`src/design/bcd_pkg.sv`:
```
`timescale 1ns / 1ps
`default_nettype none
// Package for the banknote cartridge dispenser: sizes, reset values,
// register indexes, status codes and the microcode program.
// No dependencies.
package bcd_pkg;

	localparam int unsigned NUM_CART = 6;

	localparam int unsigned DENOM_W  = 16;
	localparam int unsigned COUNT_W  = 11;
	localparam int unsigned NOTES_W  = 6;
	localparam int unsigned AMOUNT_W = 18;
	localparam int unsigned BAL_W    = 32;
	localparam int unsigned IDX_W    = 3;
	localparam int unsigned CFG_W    = 16;

	typedef logic [DENOM_W-1:0]  denom_t;
	typedef logic [COUNT_W-1:0]  count_t;
	typedef logic [NOTES_W-1:0]  notes_t;
	typedef logic [AMOUNT_W-1:0] amount_t;
	typedef logic [BAL_W-1:0]    balance_t;
	typedef logic [IDX_W-1:0]    idx_t;

	localparam denom_t DENOM_RESET [NUM_CART] = '{
		16'd5000, 16'd2000, 16'd1000, 16'd500, 16'd200, 16'd100
	};
	localparam count_t COUNT_RESET    = 11'd1600;
	localparam count_t CAPACITY_RESET = 11'd2000;
	localparam notes_t MAX_RESET      = 6'd40;

	// Configuration register indexes.
	localparam idx_t CFG_CAPACITY  = 3'd6;
	localparam idx_t CFG_MAX_NOTES = 3'd7;
	localparam idx_t LAST_CART     = 3'd6;

	// Request kinds.
	localparam logic KIND_WITHDRAW = 1'b0;
	localparam logic KIND_DEPOSIT  = 1'b1;

	// Result status codes.
	typedef enum logic [1:0] {
		ST_COMPLETE = 2'd0,
		ST_LIMIT    = 2'd1,
		ST_EMPTY    = 2'd2,
		ST_REFUSED  = 2'd3
	} status_t;

	// Microprogram step addresses.
	typedef enum logic [2:0] {
		PC_WAIT  = 3'd0,
		PC_CHECK = 3'd1,
		PC_WALK  = 3'd2,
		PC_FIN   = 3'd3,
		PC_SEND  = 3'd4
	} pc_t;

	typedef enum logic [2:0] {
		C_ALWAYS   = 3'd0,
		C_IN_XFER  = 3'd1,
		C_REFUSE   = 3'd2,
		C_WALK_END = 3'd3,
		C_OUT_XFER = 3'd4
	} cond_t;

	typedef enum logic [2:0] {
		A_LOAD   = 3'd0,
		A_CHECK  = 3'd1,
		A_WALK   = 3'd2,
		A_FINISH = 3'd3,
		A_SEND   = 3'd4
	} act_t;

	// One control word: handshake enables, datapath action, and a
	// conditional jump (taken target when the condition holds, else next).
	typedef struct packed {
		logic  in_rdy;
		logic  out_vld;
		act_t  act;
		cond_t cond;
		pc_t   jmp;
		pc_t   nxt;
	} uword_t;

	function automatic uword_t ucode_rom(input pc_t pc);
		uword_t w;
		unique case (pc)
			PC_WAIT:  w = '{1'b1, 1'b0, A_LOAD,   C_IN_XFER,  PC_CHECK, PC_WAIT};
			PC_CHECK: w = '{1'b0, 1'b0, A_CHECK,  C_REFUSE,   PC_SEND,  PC_WALK};
			PC_WALK:  w = '{1'b0, 1'b0, A_WALK,   C_WALK_END, PC_FIN,   PC_WALK};
			PC_FIN:   w = '{1'b0, 1'b0, A_FINISH, C_ALWAYS,   PC_SEND,  PC_SEND};
			PC_SEND:  w = '{1'b0, 1'b1, A_SEND,   C_OUT_XFER, PC_WAIT,  PC_SEND};
			default:  w = '{1'b0, 1'b0, A_SEND,   C_ALWAYS,   PC_WAIT,  PC_WAIT};
		endcase
		return w;
	endfunction

endpackage
`default_nettype wire

```
`src/design/bcd_req_if.sv`:
```
`timescale 1ns / 1ps
`default_nettype none
// Request channel of the dispenser: valid/ready handshake with kind,
// amount and balance. Depends on bcd_pkg.
interface bcd_req_if;
	logic               valid;
	logic               ready;
	logic               kind;
	bcd_pkg::amount_t   amount;
	bcd_pkg::balance_t  balance;

	modport source (output valid, kind, amount, balance, input ready);
	modport sink   (input valid, kind, amount, balance, output ready);
endinterface
`default_nettype wire

```
`src/design/bcd_rsp_if.sv`:
```
`timescale 1ns / 1ps
`default_nettype none
// Result channel of the dispenser: valid/ready handshake with notes per
// cartridge, moved amount and status. Depends on bcd_pkg.
interface bcd_rsp_if;
	logic              valid;
	logic              ready;
	bcd_pkg::notes_t   notes_0;
	bcd_pkg::notes_t   notes_1;
	bcd_pkg::notes_t   notes_2;
	bcd_pkg::notes_t   notes_3;
	bcd_pkg::notes_t   notes_4;
	bcd_pkg::notes_t   notes_5;
	bcd_pkg::amount_t  moved_amount;
	logic [1:0]        status;

	modport source (output valid, notes_0, notes_1, notes_2, notes_3, notes_4, notes_5,
		moved_amount, status, input ready);
	modport sink   (input valid, notes_0, notes_1, notes_2, notes_3, notes_4, notes_5,
		moved_amount, status, output ready);
endinterface
`default_nettype wire

```
`src/design/banknote_cartridge_dispenser_core.sv`:
```
`timescale 1ns / 1ps
`default_nettype none
// Banknote cartridge dispenser core: a five-step microprogram walks the six cartridges,
// moving one note or passing one cartridge per cycle; a refused withdrawal skips the walk.
// The result is offered after the walk and its finish step, or straight after the check for a
// refused withdrawal, and is held until its transfer; no new request is taken before that transfer.
// Ready for the next request returns in the cycle after the result transfer.
// Reset loads the default registers and 1600 notes per cartridge. Depends on bcd_pkg, bcd_req_if, bcd_rsp_if.
module banknote_cartridge_dispenser_core (
	input  wire logic                         clk,
	input  wire logic                         arst_n,
	input  wire logic                         cfg_we,
	input  wire bcd_pkg::idx_t                cfg_idx,
	input  wire logic [bcd_pkg::CFG_W-1:0]    cfg_data,
	bcd_req_if.sink                           req,
	bcd_rsp_if.source                         rsp
);
	import bcd_pkg::*;

	pc_t     pc_q, pc_next;
	uword_t  uw;
	logic    cond_hit;

	denom_t  denom_q [NUM_CART];
	count_t  cap_q;
	notes_t  max_q;
	count_t  counts_q [NUM_CART];

	notes_t  moved_q [NUM_CART];
	amount_t rem_q;
	amount_t amount_q;
	notes_t  total_q;
	idx_t    idx_q;
	logic    kind_q;
	logic    refuse_q;
	status_t status_q;

	logic    in_xfer, out_xfer;
	logic    walk_end, move_ok, cart_ok;
	denom_t  cur_denom;
	count_t  cur_count;
	logic    idx_valid;

	// Control store and sequencer.
	always_comb begin
		uw = ucode_rom(pc_q);
	end

	always_comb begin
		req.ready = uw.in_rdy;
		rsp.valid = uw.out_vld;
	end

	assign in_xfer  = req.valid & uw.in_rdy;
	assign out_xfer = rsp.ready & uw.out_vld;

	assign idx_valid = (idx_q < LAST_CART);
	always_comb begin
		cur_denom = '0;
		cur_count = '0;
		if (idx_valid) begin
			cur_denom = denom_q[idx_q];
			cur_count = counts_q[idx_q];
		end
	end

	assign walk_end = !idx_valid || (total_q >= max_q);
	assign cart_ok  = (kind_q == KIND_DEPOSIT) ? (cur_count < cap_q) : (cur_count != '0);
	// A zero denomination would match forever, so such a cartridge is passed over.
	assign move_ok  = (cur_denom != '0) && (rem_q >= {2'b00, cur_denom}) && cart_ok;

	always_comb begin
		unique case (uw.cond)
			C_ALWAYS:   cond_hit = 1'b1;
			C_IN_XFER:  cond_hit = in_xfer;
			C_REFUSE:   cond_hit = refuse_q;
			C_WALK_END: cond_hit = walk_end;
			C_OUT_XFER: cond_hit = out_xfer;
			default:    cond_hit = 1'b1;
		endcase
	end

	always_comb begin
		pc_next = cond_hit ? uw.jmp : uw.nxt;
	end

	always_ff @(posedge clk or negedge arst_n) begin
		if (!arst_n) begin
			pc_q <= PC_WAIT;
		end else begin
			pc_q <= pc_next;
		end
	end

	// Configuration registers and cartridge inventory.
	always_ff @(posedge clk or negedge arst_n) begin
		if (!arst_n) begin
			for (int i = 0; i < NUM_CART; i++) begin
				denom_q[i]  <= DENOM_RESET[i];
				counts_q[i] <= COUNT_RESET;
			end
			cap_q <= CAPACITY_RESET;
			max_q <= MAX_RESET;
		end else begin
			if (cfg_we) begin
				if (cfg_idx < LAST_CART) begin
					denom_q[cfg_idx] <= cfg_data;
				end else if (cfg_idx == CFG_CAPACITY) begin
					cap_q <= cfg_data[COUNT_W-1:0];
				end else if (cfg_idx == CFG_MAX_NOTES) begin
					max_q <= cfg_data[NOTES_W-1:0];
				end
			end
			if (uw.act == A_WALK && !walk_end && move_ok) begin
				if (kind_q == KIND_DEPOSIT) begin
					counts_q[idx_q] <= cur_count + 1'b1;
				end else begin
					counts_q[idx_q] <= cur_count - 1'b1;
				end
			end
		end
	end

	// Request datapath.
	always_ff @(posedge clk) begin
		unique case (uw.act)
			A_LOAD: begin
				if (in_xfer) begin
					kind_q   <= req.kind;
					amount_q <= req.amount;
					rem_q    <= req.amount;
					refuse_q <= (req.kind == KIND_WITHDRAW) &&
						({{(BAL_W-AMOUNT_W){1'b0}}, req.amount} > req.balance);
					total_q  <= '0;
					idx_q    <= '0;
					for (int i = 0; i < NUM_CART; i++) begin
						moved_q[i] <= '0;
					end
				end
			end
			A_CHECK: begin
				if (refuse_q) begin
					status_q <= ST_REFUSED;
				end
			end
			A_WALK: begin
				if (!walk_end) begin
					if (move_ok) begin
						rem_q          <= rem_q - {2'b00, cur_denom};
						moved_q[idx_q] <= moved_q[idx_q] + 1'b1;
						total_q        <= total_q + 1'b1;
					end else begin
						idx_q <= idx_q + 1'b1;
					end
				end
			end
			A_FINISH: begin
				if (rem_q == '0) begin
					status_q <= ST_COMPLETE;
				end else if (total_q == max_q) begin
					status_q <= ST_LIMIT;
				end else begin
					status_q <= ST_EMPTY;
				end
			end
			A_SEND: begin
			end
			default: begin
			end
		endcase
	end

	// The result registers hold steady while the transfer waits.
	assign rsp.notes_0      = moved_q[0];
	assign rsp.notes_1      = moved_q[1];
	assign rsp.notes_2      = moved_q[2];
	assign rsp.notes_3      = moved_q[3];
	assign rsp.notes_4      = moved_q[4];
	assign rsp.notes_5      = moved_q[5];
	assign rsp.moved_amount = amount_q - rem_q;
	assign rsp.status       = status_q;

endmodule
`default_nettype wire

```
`src/flat_wrapper.sv`:
```
// flat-port wrapper written by rule: the top's interface ports become plain ports
module banknote_cartridge_dispenser_core_flat import bcd_pkg::*;
  (clk, arst_n, cfg_we, cfg_idx, cfg_data, req_valid, req_kind, req_amount, req_balance, req_ready, rsp_valid, rsp_notes_0, rsp_notes_1, rsp_notes_2, rsp_notes_3, rsp_notes_4, rsp_notes_5, rsp_moved_amount, rsp_status, rsp_ready);
  bcd_req_if req_i ();
  bcd_rsp_if rsp_i ();
  input  wire logic clk;
  input  wire logic arst_n;
  input  wire logic cfg_we;
  input  wire bcd_pkg::idx_t cfg_idx;
  input  wire logic [bcd_pkg::CFG_W-1:0] cfg_data;
  input wire logic [$bits(req_i.valid)-1:0] req_valid;
  input wire logic [$bits(req_i.kind)-1:0] req_kind;
  input wire logic [$bits(req_i.amount)-1:0] req_amount;
  input wire logic [$bits(req_i.balance)-1:0] req_balance;
  output wire logic [$bits(req_i.ready)-1:0] req_ready;
  output wire logic [$bits(rsp_i.valid)-1:0] rsp_valid;
  output wire logic [$bits(rsp_i.notes_0)-1:0] rsp_notes_0;
  output wire logic [$bits(rsp_i.notes_1)-1:0] rsp_notes_1;
  output wire logic [$bits(rsp_i.notes_2)-1:0] rsp_notes_2;
  output wire logic [$bits(rsp_i.notes_3)-1:0] rsp_notes_3;
  output wire logic [$bits(rsp_i.notes_4)-1:0] rsp_notes_4;
  output wire logic [$bits(rsp_i.notes_5)-1:0] rsp_notes_5;
  output wire logic [$bits(rsp_i.moved_amount)-1:0] rsp_moved_amount;
  output wire logic [$bits(rsp_i.status)-1:0] rsp_status;
  input wire logic [$bits(rsp_i.ready)-1:0] rsp_ready;
  assign req_i.valid = req_valid;
  assign req_i.kind = req_kind;
  assign req_i.amount = req_amount;
  assign req_i.balance = req_balance;
  assign req_ready = req_i.ready;
  assign rsp_valid = rsp_i.valid;
  assign rsp_notes_0 = rsp_i.notes_0;
  assign rsp_notes_1 = rsp_i.notes_1;
  assign rsp_notes_2 = rsp_i.notes_2;
  assign rsp_notes_3 = rsp_i.notes_3;
  assign rsp_notes_4 = rsp_i.notes_4;
  assign rsp_notes_5 = rsp_i.notes_5;
  assign rsp_moved_amount = rsp_i.moved_amount;
  assign rsp_status = rsp_i.status;
  assign rsp_i.ready = rsp_ready;
  banknote_cartridge_dispenser_core u_core (.clk(clk), .arst_n(arst_n), .cfg_we(cfg_we), .cfg_idx(cfg_idx), .cfg_data(cfg_data), .req(req_i), .rsp(rsp_i));
endmodule
```
`config.mk`:
```
export PLATFORM = sky130hd
export DESIGN_NAME = banknote_cartridge_dispenser_core_flat
export DESIGN_NICKNAME = d
export VERILOG_FILES = /design/src/design/bcd_pkg.sv /design/src/design/bcd_req_if.sv /design/src/design/bcd_rsp_if.sv /design/src/design/banknote_cartridge_dispenser_core.sv /design/src/flat_wrapper.sv
export SDC_FILE = /design/constraint.sdc
export NUM_CORES = 1
export LEC_CHECK = 0
export BUFFER_PORTS_ARGS = -buffer_cell sky130_fd_sc_hd__buf_2
export CORE_AREA = 2 2 231 233
export DETAILED_ROUTE_END_ITERATION = 6
export DIE_AREA = 0 0 233 235
export PLACE_DENSITY = 0.52
export RECOVER_POWER = 50
export SLEW_MARGIN = 20
export SYNTH_ARGS = -nofsm -noshare
export SYNTH_HDL_FRONTEND = slang
export SYNTH_SLANG_ARGS = --single-unit
```
`constraint.sdc`:
```
create_clock -name clk -period 8.1 [get_ports clk]
set_input_delay 0.405 -clock clk [delete_from_list [all_inputs] [get_ports clk]]
set_output_delay 0.405 -clock clk [all_outputs]
set_load 0.005 [all_outputs]
```
==> impl_metrics.csv <==
group,metric,value,unit
timing,setup_tns,0,ns
synthesis,synth-edff-count,97,
critical_path,path_cells,"nand2b_1 > o22ai_1 > a21oi_1 > inv_1 > ha_1 > fa_1 > nor2b_1 > o31ai_1 > a21oi_1 > a211oi_1 > o21ai_0 > and2_1 > nand3_2 > nand2_2",
min_path,hp-class,"input pin to flip-flop",
cts,insertion_delay,0.55,ns
synthesis,seq_area_frac_synth,49.09,%
detailed_routing,via_count,10512,
place,portBuffers,132,
timing,hold_viol_final,0,
floorplan,io_pins,133,
timing,finalCritPeriodShare,73.48,%
critical_path,crit_fanout,24,
critical_path,r2r_start,"u_core.idx_q[1]",
synthesis,ys_seq_elements,282,
critical_path,cp-start-kind,"flip-flop",
timing,holdWs,0.07441,ns
floorplan,core-area,52240,sq um
grt,grt-ovfl-total,0,
layout,drive_above_1_share,30.92,%
cts,cts_resized,0,
place,dp_cells,2071,
cts,clockRootBuffer,"clkbuf_16",
timing,finClkSkew,0.03024,ns
detailed_routing,routed_wl,40980,um
floorplan,start_util,29.62,%
detailed_routing,vias_per_cell,4.917,
place,globalplace.congestion,0.8546,
critical_path,critPathLaunch,"u_core.idx_q[1]",
timing,max_slew_margin,-184.8,%
critical_path,cp.arrival,6.11,ns
grt,grt_max_degree,105,
place,dp_hpwl,29450,um
floorplan,dieArea,54760,sq um
critical_path,crit_buf_inv,1,
floorplan,die_w,233,um
critical_path,critPathMaxStageDelay,0.81,ns
critical_path,critical_path_class,"flip-flop to flip-flop",
detailed_routing,route.detailed.drc,0,
cts,htreeDepth,2,
power,power.leakage,7.748,nW
grt,antenna_found_initial,4,
synthesis,syn_area_per_cell,12.14,sq um
synthesis,syn_inst,1275,
cts,cts_sinks,282,
min_path,min-delay-start,"req_kind",
cts,clockBufferDepth,3,
layout,fin_nets,1571,
layout,final_cell_count_no_fill,2138,
critical_path,critical-path-top-delay-family,"simple AND/OR/NAND/NOR gates",
critical_path,cp-end-kind,"flip-flop",
cts,cts_made_buffers,35,
timing,setup_violations,0,
grt,grt_pass1_wl,64130,um
grt,grt_usage,15.10,%
run_status,status,"finished, violations left",
timing,worst_pin_slew,4.271,ns
floorplan,die_h,235,um
timing,slew_viol_final,150,
detailed_routing,wire_per_inst,19.17,um
timing,rsz0062_at_grt,"false",
grt,grt_pass1_vias,10722,
detailed_routing,drt_iter0_markers,641,
run_status,violations,"max-capacitance violations, max-slew violations",
detailed_routing,drt_first_pass_iters,4,
cts,post_cts_buffers,0,
synthesis,syn_area,15470,sq um
timing,timing.fmax,168.0,MHz
detailed_routing,ant_nets,0,
synthesis,ys.flop_type,"dfrtp_1",
critical_path,crit_top_cell,"a21oi_1",
critical_path,cp.required,8.26,ns
synthesis,synth_cell_type_count,74,
cts,cts_tree,"built",
synthesis,yosysWarnings,0,
cts,clk_pin_slew_worst_paths,0.06,ns
flow_run,cap_violations,3,
synthesis,ys_async_sr_fraction,64.54,%
critical_path,crit_slowest_cell,"edfxtp_1",
layout,area_growth,16.38,%
timing,fin_crit,5.952,ns
power,vdd_drop_max,0.1582,mV
power,p_per_area,400.3,nW/um^2
floorplan,row_count,84,
[synthesized netlist by cell type (5+ instances only)]
library cell | instances | area share, %
nor3_1 | 23 | 0.74
a211oi_1 | 6 | 0.29
nand2_1 | 58 | 1.4
a31oi_1 | 8 | 0.32
xor2_1 | 14 | 0.79
nor4_1 | 16 | 0.65
buf_2 | 10 | 0.32
o21ai_0 | 44 | 1.4
nand4_1 | 12 | 0.49
o21a_1 | 12 | 0.58
a21o_1 | 16 | 0.78
inv_1 | 82 | 2.0
o211ai_1 | 9 | 0.44
edfxtp_1 | 97 | 19
nand3b_1 | 5 | 0.24
mux2i_1 | 54 | 3.5
dfrtp_1 | 127 | 21
mux2_2 | 188 | 14
nor2_1 | 84 | 2.0
ha_1 | 72 | 5.8
and3_1 | 14 | 0.57
and2_1 | 5 | 0.20
o2bb2ai_1 | 5 | 0.28
nand2b_1 | 12 | 0.49
clkbuf_1 | 21 | 0.51
dfstp_2 | 55 | 9.3
buf_4 | 6 | 0.29
xnor2_1 | 32 | 1.8
mux2_4 | 15 | 1.5
mux4_2 | 13 | 1.9
nor2b_1 | 12 | 0.49
buf_6 | 7 | 0.51
a21oi_1 | 41 | 1.3
nand3_1 | 13 | 0.42
o22ai_1 | 13 | 0.53
[placed cells by master, fill, tap and decap left out, drive strengths merged, types with 13 or more instances in the layout]
cell      n
mux2i    54
inv      85
mux4     13
o21ai    46
dfstp    55
nor2     84
clkbuf   96
and3     14
nand3    14
edfxtp   97
nor3     23
buf     100
ha       72
o22ai    13
a21oi    42
dfrtp   127
a21o     16
mux2    204
nand4    17
nand2    58
nor4     18
xor2     14
xnor2    32
[cell type report]
| cell class | instances | area (sq um) |
|---|---|---|
| Tap cell | 688 | 860.8 |
| Timing Repair Buffer | 147 | 698.2 |
| Clock buffer | 50 | 1055 |
| Fill cell | 5138 | 34230 |
| Antenna cell | 1 | 2.502 |
| Multi-Input combinational cell | 874 | 7316 |
| Inverter | 82 | 307.8 |
| Sequential cell | 282 | 7596 |
| Clock inverter | 14 | 170.2 |
[power breakdown]
group / total (mW) / switching [mW] / internal [mW]
Sequential: 2.29 / 0.310 / 1.98
Clock: 1.65 / 0.636 / 1.01
Combinational: 3.28 / 1.91 / 1.37
[worst paths after layout]
| path | endpoint | slack (ns) | cells past startpoint |
|---|---|---|---|
| worst max-delay path | u_core.rem_q[17] | 2.15 | 14 |
| worst min-delay path | u_core.kind_q | 0.07 | 1 |
| worst max register to register | u_core.rem_q[17] | 2.15 | 14 |
| worst min register to register | u_core.denom_q[94] | 0.50 | 1 |
| max in group asynchronous | u_core.denom_q[62] | 2.23 | 4 |
| min in group asynchronous | u_core.counts_q[51] | 0.82 | 2 |
[metal layers]
layer / vias up / global-route usage, % / share of wire [%]
li1: 4968 / - / -
met1: 5310 / 21.19 / 48
met2: 175 / 24.06 / 46
met3: 53 / 2.937 / 4.2
met4: 6 / 3.223 / 1.7
met5: - / 0 / 0.11
[stage by stage]
stage               setup WS (ns)  cell area [sq um]  power, mW  util, %
CTS                         1.853              18080      7.276    34.62
floorplan                   3.751              15510      4.582        -
global route                1.071              18010      7.708    34.47
global placement            2.005              16860      5.550    32.27
finish                      2.148              18010      7.208    34.47
detailed placement          1.893              16860      5.588    32.27
[registers in the layout, summed over array words and instances (netlist names), 2 cells and up, named ones only]
name / cells
u_core.cap_q: 11
u_core.max_q: 6
u_core.rem_q: 18
u_core.total_q: 6
u_core.counts_q: 60
u_core.pc_q: 3
u_core.moved_q: 48
u_core.rsp.status: 2
u_core.amount_q: 18
u_core.denom_q: 96
u_core.idx_q: 3
[repair_timing]
item	4_1_cts	5_1_grt
hold endpoints to repair	0	18
setup endpoints to repair	0	0
hold buffers	0	1
[kinds of logic after synthesis]
| logic type | share of synthesized area (%) |
|---|---|
| flip-flops | 49.09 |
| AND/OR/NAND/NOR | 9.664 |
| multiplexers | 20.60 |
| AO/OA/AOI/OAI | 7.998 |
| buffers and inverters | 3.938 |
| adder cells (fa/ha/maj) | 6.081 |
| XOR/XNOR | 2.604 |
| other | 0.02424 |
Note: power is estimated with default switching activity, not from simulation.
